File: config.mk
export PLATFORM = sky130hd
export DESIGN_NAME = downsample_rgb565_gray
export DESIGN_NICKNAME = d
export VERILOG_FILES = /design/src/hw/rtl/dsg_pkg.sv /design/src/hw/rtl/dsg_luma.sv /design/src/hw/rtl/downsample_rgb565_gray.sv
export SDC_FILE = /design/constraint.sdc
export NUM_CORES = 1
export LEC_CHECK = 0
export ABC_AREA = 1
export CORE_UTILIZATION = 38
export CTS_CLUSTER_DIAMETER = 200
export CTS_CLUSTER_SIZE = 14
export DETAILED_ROUTE_END_ITERATION = 12
export DONT_BUFFER_PORTS = 1
export REMOVE_ABC_BUFFERS = 1
export SYNTH_ARGS = -nofsm -noshare
export SYNTH_HDL_FRONTEND = slang
export SYNTH_SLANG_ARGS = --single-unit
File: constraint.sdc
create_clock -name clk -period 9.2 [get_ports clk]
set_input_delay 0 -clock clk [delete_from_list [all_inputs] [get_ports clk]]
set_output_delay 0 -clock clk [all_outputs]
set_load 0.05 [all_outputs]
File: src/hw/rtl/dsg_pkg.sv
`default_nettype none

package dsg_pkg;

  // Configuration register indexes
  localparam int CFG_IDX_BITS = 2;

  typedef enum logic [CFG_IDX_BITS-1:0] {
    CFG_SRC_W = 2'd0,
    CFG_SRC_H = 2'd1,
    CFG_TGT_W = 2'd2,
    CFG_TGT_H = 2'd3
  } cfg_idx_t;

  // Register reset values
  localparam int SRC_W_RST = 800;
  localparam int SRC_H_RST = 640;
  localparam int TGT_W_RST = 160;
  localparam int TGT_H_RST = 120;

  // Luma weights
  localparam logic [7:0] LUMA_R = 8'd77;
  localparam logic [7:0] LUMA_G = 8'd150;
  localparam logic [7:0] LUMA_B = 8'd29;

  typedef struct packed {
    logic [15:0] pixel;
    logic        frame_start;
  } in_word_t;

  typedef struct packed {
    logic [7:0] gray;
    logic       row_end;
    logic       frame_end;
  } out_word_t;

  // floor(x*255/31) = 8x + floor(7x/31); floor(n/31) = (n*265)>>13 for n <= 217
  function automatic logic [7:0] expand5(input logic [4:0] x);
    logic [7:0]  n;
    logic [16:0] q;
    n = 8'(x) * 8'd7;
    q = 17'(n) * 17'd265;
    return 8'({x, 3'b000}) + 8'(q[16:13]);
  endfunction

  // floor(x*255/63) = 4x + floor(x/21); floor(x/21) = (x*49)>>10 for x <= 63
  function automatic logic [7:0] expand6(input logic [5:0] x);
    logic [11:0] q;
    q = 12'(x) * 12'd49;
    return 8'({x, 2'b00}) + 8'(q[11:10]);
  endfunction

endpackage

`default_nettype wire

File: src/hw/rtl/dsg_luma.sv
`default_nettype none

module dsg_luma (
  input  wire logic [15:0] pixel,
  output logic      [7:0]  gray
);

  logic [7:0]  r8;
  logic [7:0]  g8;
  logic [7:0]  b8;
  logic [15:0] r_term;
  logic [15:0] g_term;
  logic [15:0] b_term;
  logic [17:0] sum;

  // expand each channel to 8 bits, truncating
  assign r8 = dsg_pkg::expand5(pixel[15:11]);
  assign g8 = dsg_pkg::expand6(pixel[10:5]);
  assign b8 = dsg_pkg::expand5(pixel[4:0]);

  // weighted sum, keep the top byte
  assign r_term = 16'(r8) * 16'(dsg_pkg::LUMA_R);
  assign g_term = 16'(g8) * 16'(dsg_pkg::LUMA_G);
  assign b_term = 16'(b8) * 16'(dsg_pkg::LUMA_B);
  assign sum    = 18'(r_term) + 18'(g_term) + 18'(b_term);
  assign gray   = sum[15:8];

endmodule

`default_nettype wire

File: src/hw/rtl/downsample_rgb565_gray.sv
`default_nettype none

// Channel  | Direction | Handshake           | Word
// ---------+-----------+---------------------+-------------------------------
// in_      | input     | in_valid / in_stall | dsg_pkg::in_word_t (pixel, frame_start)
// out_     | output    | out_valid/out_stall | dsg_pkg::out_word_t (gray, row_end, frame_end)
// cfg_     | input     | cfg_we              | cfg_index, cfg_data
//
// One word per clock is sustained unless a selected word meets a stalled result; a selected
// pixel passes the input register, then the result register fed by the selection and luma logic.
// Reset (rst_n low, synchronous) empties both registers, clears positions and sums and
// loads the default sizes. A stalled result holds the pending word in the input register
// only if that word is selected; unselected words keep flowing through.

module downsample_rgb565_gray #(
  parameter int COORD_BITS = 12
) (
  input  wire logic                                  clk,
  input  wire logic                                  rst_n,
  input  wire logic                                  in_valid,
  output logic                                       in_stall,
  input  wire dsg_pkg::in_word_t                     in_word,
  output logic                                       out_valid,
  input  wire logic                                  out_stall,
  output dsg_pkg::out_word_t                         out_word,
  input  wire logic                                  cfg_we,
  input  wire logic [dsg_pkg::CFG_IDX_BITS-1:0]      cfg_index,
  input  wire logic [COORD_BITS-1:0]                 cfg_data
);

  localparam int CB = COORD_BITS;
  localparam int SB = 2 * COORD_BITS;

  logic [CB-1:0] src_w_r, src_h_r, tgt_w_r, tgt_h_r;
  logic [CB-1:0] src_col_r, src_row_r, out_col_r, out_row_r;
  logic [SB-1:0] col_ss_r, col_ts_r, row_ss_r, row_ts_r;
  logic [CB-1:0] src_col_nxt, src_row_nxt, out_col_nxt, out_row_nxt;
  logic [SB-1:0] col_ss_nxt, col_ts_nxt, row_ss_nxt, row_ts_nxt;

  logic               s1_valid_r, s1_valid_nxt;
  dsg_pkg::in_word_t  s1_word_r;
  logic               out_valid_r, out_valid_nxt;
  dsg_pkg::out_word_t out_word_r, out_word_nxt;

  logic [CB-1:0] src_col_e, src_row_e, out_col_e, out_row_e;
  logic [SB-1:0] col_ss_e, col_ts_e, row_ss_e, row_ts_e;
  logic          fs;
  logic          row_hit, col_hit, hit;
  logic          col_last, row_last, last_col, last_row;
  logic          process, load;
  logic [7:0]    gray;

  // configuration registers
  always_ff @(posedge clk) begin
    if (!rst_n) begin
      src_w_r <= CB'(dsg_pkg::SRC_W_RST);
      src_h_r <= CB'(dsg_pkg::SRC_H_RST);
      tgt_w_r <= CB'(dsg_pkg::TGT_W_RST);
      tgt_h_r <= CB'(dsg_pkg::TGT_H_RST);
    end else if (cfg_we) begin
      unique case (dsg_pkg::cfg_idx_t'(cfg_index))
        dsg_pkg::CFG_SRC_W: src_w_r <= cfg_data;
        dsg_pkg::CFG_SRC_H: src_h_r <= cfg_data;
        dsg_pkg::CFG_TGT_W: tgt_w_r <= cfg_data;
        dsg_pkg::CFG_TGT_H: tgt_h_r <= cfg_data;
      endcase
    end
  end

  // apply frame start before the selection test
  assign fs        = s1_word_r.frame_start;
  assign src_col_e = fs ? '0 : src_col_r;
  assign src_row_e = fs ? '0 : src_row_r;
  assign out_col_e = fs ? '0 : out_col_r;
  assign out_row_e = fs ? '0 : out_row_r;
  assign col_ss_e  = fs ? '0 : col_ss_r;
  assign col_ts_e  = fs ? '0 : col_ts_r;
  assign row_ss_e  = fs ? '0 : row_ss_r;
  assign row_ts_e  = fs ? '0 : row_ts_r;

  // nearest-neighbour test on the running sums
  assign row_hit = (out_row_e < tgt_h_r) && (row_ts_e >= row_ss_e) &&
                   ((SB+1)'(row_ts_e) < ((SB+1)'(row_ss_e) + (SB+1)'(tgt_h_r)));
  assign col_hit = (out_col_e < tgt_w_r) && (col_ts_e >= col_ss_e) &&
                   ((SB+1)'(col_ts_e) < ((SB+1)'(col_ss_e) + (SB+1)'(tgt_w_r)));
  assign hit     = row_hit && col_hit;

  assign col_last = ((CB+1)'(src_col_e) + (CB+1)'(1)) >= (CB+1)'(src_w_r);
  assign row_last = ((CB+1)'(src_row_e) + (CB+1)'(1)) >= (CB+1)'(src_h_r);
  assign last_col = ((CB+1)'(out_col_e) + (CB+1)'(1)) == (CB+1)'(tgt_w_r);
  assign last_row = ((CB+1)'(out_row_e) + (CB+1)'(1)) == (CB+1)'(tgt_h_r);

  // handshake: hold the input word only when a selected word meets a stalled result
  assign process  = s1_valid_r && (!hit || !out_valid_r || !out_stall);
  assign in_stall = s1_valid_r && !process;
  assign load     = in_valid && !in_stall;

  dsg_luma u_luma (
    .pixel (s1_word_r.pixel),
    .gray  (gray)
  );

  // next positions and sums
  always_comb begin
    out_col_nxt = out_col_e;
    col_ts_nxt  = col_ts_e;
    src_col_nxt = src_col_e;
    col_ss_nxt  = col_ss_e;
    src_row_nxt = src_row_e;
    out_row_nxt = out_row_e;
    row_ss_nxt  = row_ss_e;
    row_ts_nxt  = row_ts_e;
    if (hit) begin
      out_col_nxt = out_col_e + CB'(1);
      col_ts_nxt  = col_ts_e + SB'(src_w_r);
    end
    if (!col_last) begin
      src_col_nxt = src_col_e + CB'(1);
      col_ss_nxt  = col_ss_e + SB'(tgt_w_r);
    end else begin
      src_col_nxt = '0;
      out_col_nxt = '0;
      col_ss_nxt  = '0;
      col_ts_nxt  = '0;
      if (row_last) begin
        src_row_nxt = '0;
        out_row_nxt = '0;
        row_ss_nxt  = '0;
        row_ts_nxt  = '0;
      end else begin
        if (row_hit) begin
          out_row_nxt = out_row_e + CB'(1);
          row_ts_nxt  = row_ts_e + SB'(src_h_r);
        end
        src_row_nxt = src_row_e + CB'(1);
        row_ss_nxt  = row_ss_e + SB'(tgt_h_r);
      end
    end
  end

  // result word and valid flags
  always_comb begin
    out_word_nxt.gray      = gray;
    out_word_nxt.row_end   = last_col;
    out_word_nxt.frame_end = last_col && last_row;
    s1_valid_nxt  = load ? 1'b1 : (process ? 1'b0 : s1_valid_r);
    out_valid_nxt = (process && hit) ? 1'b1 : (out_stall ? out_valid_r : 1'b0);
  end

  // advance position state
  always_ff @(posedge clk) begin
    if (!rst_n) begin
      src_col_r <= '0;
      src_row_r <= '0;
      out_col_r <= '0;
      out_row_r <= '0;
      col_ss_r  <= '0;
      col_ts_r  <= '0;
      row_ss_r  <= '0;
      row_ts_r  <= '0;
    end else if (process) begin
      src_col_r <= src_col_nxt;
      src_row_r <= src_row_nxt;
      out_col_r <= out_col_nxt;
      out_row_r <= out_row_nxt;
      col_ss_r  <= col_ss_nxt;
      col_ts_r  <= col_ts_nxt;
      row_ss_r  <= row_ss_nxt;
      row_ts_r  <= row_ts_nxt;
    end
  end

  // pipeline valid flags
  always_ff @(posedge clk) begin
    if (!rst_n) begin
      s1_valid_r  <= 1'b0;
      out_valid_r <= 1'b0;
    end else begin
      s1_valid_r  <= s1_valid_nxt;
      out_valid_r <= out_valid_nxt;
    end
  end

  // capture words
  always_ff @(posedge clk) begin
    if (load) begin
      s1_word_r <= in_word;
    end
    if (process && hit) begin
      out_word_r <= out_word_nxt;
    end
  end

  assign out_valid = out_valid_r;
  assign out_word  = out_word_r;

endmodule

`default_nettype wire

# Word-level counts from Yosys, hierarchy flattened

Cells that the tools add are included.
Widths: inputs -> output; s select.

Bits in registers: 221
Input bits: 36
Output and inout port bits: 12
Logic and storage cells: 111

Add/subtract/negate cells: 19
$mul: 8
Magnitude comparators: 8
Eq/ne operators: 6
Multiplexer cells: 28
Reduce and logical (&&, ||, !) cells: 23

Operators with widths:

| cell                  | number |
|---|---|
| $mux 24               | 12 |
| $mux 12               | 12 |
| $add 24x12->24        | 4 |
| $add 12x1->13 const B | 4 |
| $add 24x12->25        | 2 |
| $lt 24x25->1          | 2 |
| $add 12x1->12 const B | 4 |
| $ge 24x24->1          | 2 |
| $mul 8x9->17 const B  | 2 |
| $mul 8x7->15 const B  | 2 |
| $eq 13x12->1          | 2 |
| $ge 13x12->1          | 2 |
| $lt 12x12->1          | 2 |
| $add 15x16->16        | 1 |
| $add 16x13->16        | 1 |
| $add 8x4->8           | 2 |
| $mul 5x3->8 const B   | 2 |
| $mul 8x5->13 const B  | 1 |
| $mul 6x6->12 const B  | 1 |
| $logic_and 1x1->1     | 10 |
| $add 8x2->8           | 1 |
| $reduce_and 2->1      | 4 |
| $logic_not 1->1       | 5 |
| $eq 2x2->1 const B    | 2 |
| 6 further kinds       | 10 |

# Depth between registers and ports, before layout

Depth after elaboration: 14
Gate-level depth with buffers: 46
Gate-level depth less buffers: 46

# By module

A second synthesis with hierarchy kept.

Cell total of the unflattened synthesis: 3589
Area total of the unflattened synthesis: 23847.9 sq um

Modules (own cells, without submodules):

| module                 | times used | cells each | area an instance (sq um) | sequential area each (sq um) |
|---|---|---|---|---|
| downsample_rgb565_gray | 1          | 2943       | 18532.8                  | 4694.5 |
| dsg_luma               | 1          | 646        | 5315.1                   | 0.0 |

# Least setup slack after synthesis

OpenSTA, ideal clock, no wires.

Kind: reg2reg
Start point: register s1_word_r[3] in the netlist's numbering
End point: register out_word_r, in the netlist out_word[9] (data pin)
Setup time: 0.260 ns
Data arrival time: 8.398 ns
Data required time: 8.940 ns
Setup slack: 0.542 ns
Cell stages (with the launch flop): 42
Buffers on the path: 0
Clock period less this slack: 8.658 ns
Cells stage by stage: edfxtp_1 fa_1 ha_1 nand2_1 nor2_1 a211oi_1 inv_1 a21oi_1 inv_1 a21oi_1 inv_1 ha_1 fa_1 ha_1 ha_1 a31oi_1 nor2_1 nand2_1 [... 6 more ...] ha_1 or2_2 nand2_1 xor2_1 xor2_1 fa_1 inv_1 fa_1 fa_1 inv_1 fa_1 inv_1 ha_1 a21oi_1 o21ai_0 a221oi_1 nand2_1 xnor2_1

Word-level cells in the longest chain between the ends: 5

Ends and longest elaborated chain:

| item                     | line                          | source |
|---|---|---|
| start: declaration       | downsample_rgb565_gray.sv:41  | `dsg_pkg::in_word_t s1_word_r;` |
| start signal: assignment | downsample_rgb565_gray.sv:187 | `s1_word_r <= in_word;` |
| $mul 5x3->8              | dsg_pkg.sv:41                 | `n = 8'(x) * 8'd7;` |
| $mul 8x9->17             | dsg_pkg.sv:42                 | `q = 17'(n) * 17'd265;` |
| $add 8x4->8 *            | dsg_pkg.sv:43                 | `return 8'({x, 3'b000}) + 8'(q[16:13]);` |
| $mul 8x5->13 *           | dsg_luma.sv:24                | `assign b_term = 16'(b8) * 16'(dsg_pkg::LUMA_B);` |
| $add 16x13->16 *         | dsg_luma.sv:25                | `assign sum = 18'(r_term) + 18'(g_term) + 18'(b_term);` |
| via gray[7]              | downsample_rgb565_gray.sv:51  | `logic [7:0] gray;` |
| end signal: assignment   | downsample_rgb565_gray.sv:190 | `out_word_r <= out_word_nxt;` |
| end: declaration         | downsample_rgb565_gray.sv:43  | `dsg_pkg::out_word_t out_word_r, out_word_nxt;` |

Mark *: on every way through the listed nets, which the timed path passes. The rest lies on a longest branch.
A chain may end at the register's enable or synchronous reset.

# Worst setup path in the final report

Start point: register s1_word_r[4] in the netlist's numbering
End point: register out_word_r, in the netlist out_word[9] (data pin)

Same word-level chain as after synthesis.

==> flow_summary_export.csv <==
group,metric,value,unit
synth,synth-simple-area-share,0.259,
place,dp_hpwl,48700,um
pwr,finalPower,8.04,mW
synth,synth_edf_count,27,
die,start_util,0.385,
synth,synthesis.area,23800,um2
die,die_h,252,um
drt,drc,0,
synth,avgSynthCellArea,6.76,um2
synth,synth_top_area_frac,0.189,
synth,postSynthCellCount,3524,
synth,synth_xor_area_frac,0.0555,
synth,ys_seq_area_frac,0.197,
setup_path,path_class,"reg2reg",
global_route,grt_max_degree,97,
clocking,cts_tree,"built",
synth,ys_ff_latch,221,
setup_path,reg2reg_from,"s1_word_r[4]",
setup_path,cp-endpoint,"out_word[9]",
global_route,grt_overflow,0,
setup_path,slowest_delay,0.60,ns
die,dieArea,63700,um2
clocking,cts.sinks,221,
clocking,path_clk_slew,0.07,ns
timing,fin_tns_setup,0,ns
global_route,grt_pass1_wl,108000,um
clocking,cts_max_level,1,
drt,wirelength,66100,um
pwr,power_leakage,12.0,nW
drt,final_antenna_net_count,0,
finish,fin_area,25600,um2
clocking,clk_path_buf_depth,3,
finish,fillers,6613,
timing,tightest_slew,1.03,ns
min_path,min_delay_path_depth,1,
synth,synth_compound_area_frac,0.127,
pwr,vdd_drop_max,0.888,mV
finish,mostFrequentLayoutCell,"nand2_1",
setup_path,slowest_stage,"fa_1",
synth,synth_top_flop_cell,"dfxtp_1",
setup_path,reg2reg_to,"out_word[9]",
drt,first_pass_iters,6,
setup_path,worstRegToRegCells,43,
clocking,cts_buffers,19,
place,placed_area,24500,um2
drt,drtIter0Drc,1311,
place,gp_congestion,0.910,
setup_path,worstPathArrival,8.90,ns
synth,synth-async-reset-ratio,0,
drt,wl_per_cell,15.2,um
finish,nets,3967,
place,io_buffers,0,
timing,hold_viol,0,
setup_path,endpoint_kind,"flip-flop",
run_status,status,"finished clean",
setup_path,reg2reg_slack,0.58,ns
finish,drive_above_1_share,0.0325,
die,core,61800,um2
setup_path,crit_path_start,"s1_word_r[4]",
setup_path,crit_fanout,5,
timing,slew_viol_final,0,
synth,yosys-top-cells-area,"ha_1 (19%), dfxtp_1 (16%), nand2_1 (10%), inv_1 (9.0%), nor2_1 (7.7%)",
clocking,clockRootBuffer,"clkbuf_16",
timing,post-route-period-util,0.937,
synth,synth_cell_types,55,
finish,final_cell_mix,"nand2_1 (643), inv_1 (571), nor2_1 (490), ha_1 (354), a21oi_1 (329)",
setup_path,worst_ep_required_time,9.48,ns
setup_path,worstSetupStartpointType,"flip-flop",
timing,setup-violations-final,0,
place,place_ws,0.154,ns
min_path,worstHoldPathType,"in2reg",
drt,vias_per_cell,5.02,
die,row_count,91,
timing,setup_ws,0.581,ns
setup_path,cp_common_cell,"nand2_1",
die,die_w,252,um
timing,fin_worst_skew,0.0176,ns
synth,synth.mux.area_fraction,0,
pwr,power.density,314,nW/um2
global_route,grt_pass1_vias,20919,
clocking,clock_latency,0.53,ns
synth,synth_top_family_by_area,"simple AND/OR/NAND/NOR gates",
synth,synth_fa_ha_area_frac,0.244,
timing,period_needed,8.62,ns
timing,clock.fmax,116,MHz
synth,ys_warn_count,0,
drt,vias,21844,
die,io_pins,48,
job,drv_cap,0,
global_route,grt_antenna_before_repair,3,
global_route,track_usage,0.209,
finish,area_growth,7.71,%
timing,slew_headroom,0.305,
synth,synth_top_area_cell,"ha_1",
-- per-layer routing --
metal / part of all wire / GRT usage
met5: 0 / 0
met4: 0.025 / 0.0558
met3: 0.048 / 0.0258
met2: 0.45 / 0.350
met1: 0.48 / 0.282
-- cell type report --
| class | instances | area [um2] | share of cell area |
|---|---|---|---|
| Timing Repair Buffer | 76 | 711 | 0.0277 |
| Sequential cell | 221 | 4700 | 0.183 |
| Inverter | 581 | 2190 | 0.0854 |
| Antenna cell | 3 | 7.51 | 0.000293 |
| Clock buffer | 24 | 504 | 0.0197 |
| Tap cell | 837 | 1050 | 0.0408 |
| Clock inverter | 1 | 8.76 | 0.000341 |
| Multi-Input combinational cell | 2607 | 16500 | 0.643 |
-- metrics by stage --
stage	util	std cells	hold slack, ns
floorplan	-	3409	0.0986
global placement	0.396	4270	0.0989
detailed placement	0.396	4270	0.0989
CTS	0.412	4342	0.0677
global route	0.415	4348	0.0888
finish	0.415	4350	0.0966
-- worst min path at each step --
stage | start | end | slack [ns]
4_1_cts | in_word[6] | s1_word_r[6] | 0.07
5_1_grt | in_word[6] | s1_word_r[6] | 0.09
3_5_place_dp | in_word[7] | s1_word_r[7] | 0.1
6_report | in_word[6] | s1_word_r[6] | 0.1
3_3_place_gp | in_word[10] | s1_word_r[10] | 0.1
2_1_floorplan | rst_n | src_h_r[7] | 0.1
-- power breakdown --
| part | switching, mW | internal [mW] |
|---|---|---|
| logic | 3.63 | 2.30 |
| registers | 0.138 | 1.19 |
| clock network | 0.395 | 0.384 |
| total | 4.17 | 3.88 |
-- flip-flops by register name, indices dropped and copies added, names as in the netlist, 16 cells and up --
signal	flops
col_ss_r	24
col_ts_r	24
row_ss_r	24
row_ts_r	24
s1_word_r	16
-- critical path, delay by kind of cell, from the launching register on --
family | cells | cell delay (ns)
adder cells (fa/ha/maj) | 13 | 4.64
AND/OR/NAND/NOR | 14 | 1.22
AO/OA/AOI/OAI | 7 | 1.21
buffers and inverters | 7 | 0.55
flip-flops | 1 | 0.46
XOR/XNOR | 2 | 0.32
-- cell families after synthesis --
group | after synthesis
adder cells (fa/ha/maj) | 425
XOR/XNOR | 151
AND/OR/NAND/NOR | 1465
flip-flops | 221
buffers and inverters | 696
AO/OA/AOI/OAI | 566
-- Yosys cell counts (8+ instances only) --
master and count:
buf_1 12, buf_2 25, o21ai_0 142, xor2_1 110, o211ai_1 17, fa_1 65
a21oi_1 337, clkbuf_1 47, o21a_1 9, nor3_1 40, buf_6 10, dfxtp_1 194
o21bai_1 12, nand3_1 156, ha_1 360, a21o_1 8, edfxtp_1 27, buf_4 21
xnor2_1 41, nor4_1 8, nor2_1 491, nand4_1 78, nand2_1 644, o21ai_1 8
inv_1 572
-- what timing repair did --
action / in CTS / in global routing
setup endpoints to repair: 0 / 8
resized for setup: 0 / 28
hold buffers: 47 / 0
hold endpoints to repair: 129 / 0
setup buffers: 0 / 5
Note: power is estimated with default switching activity, not from simulation.
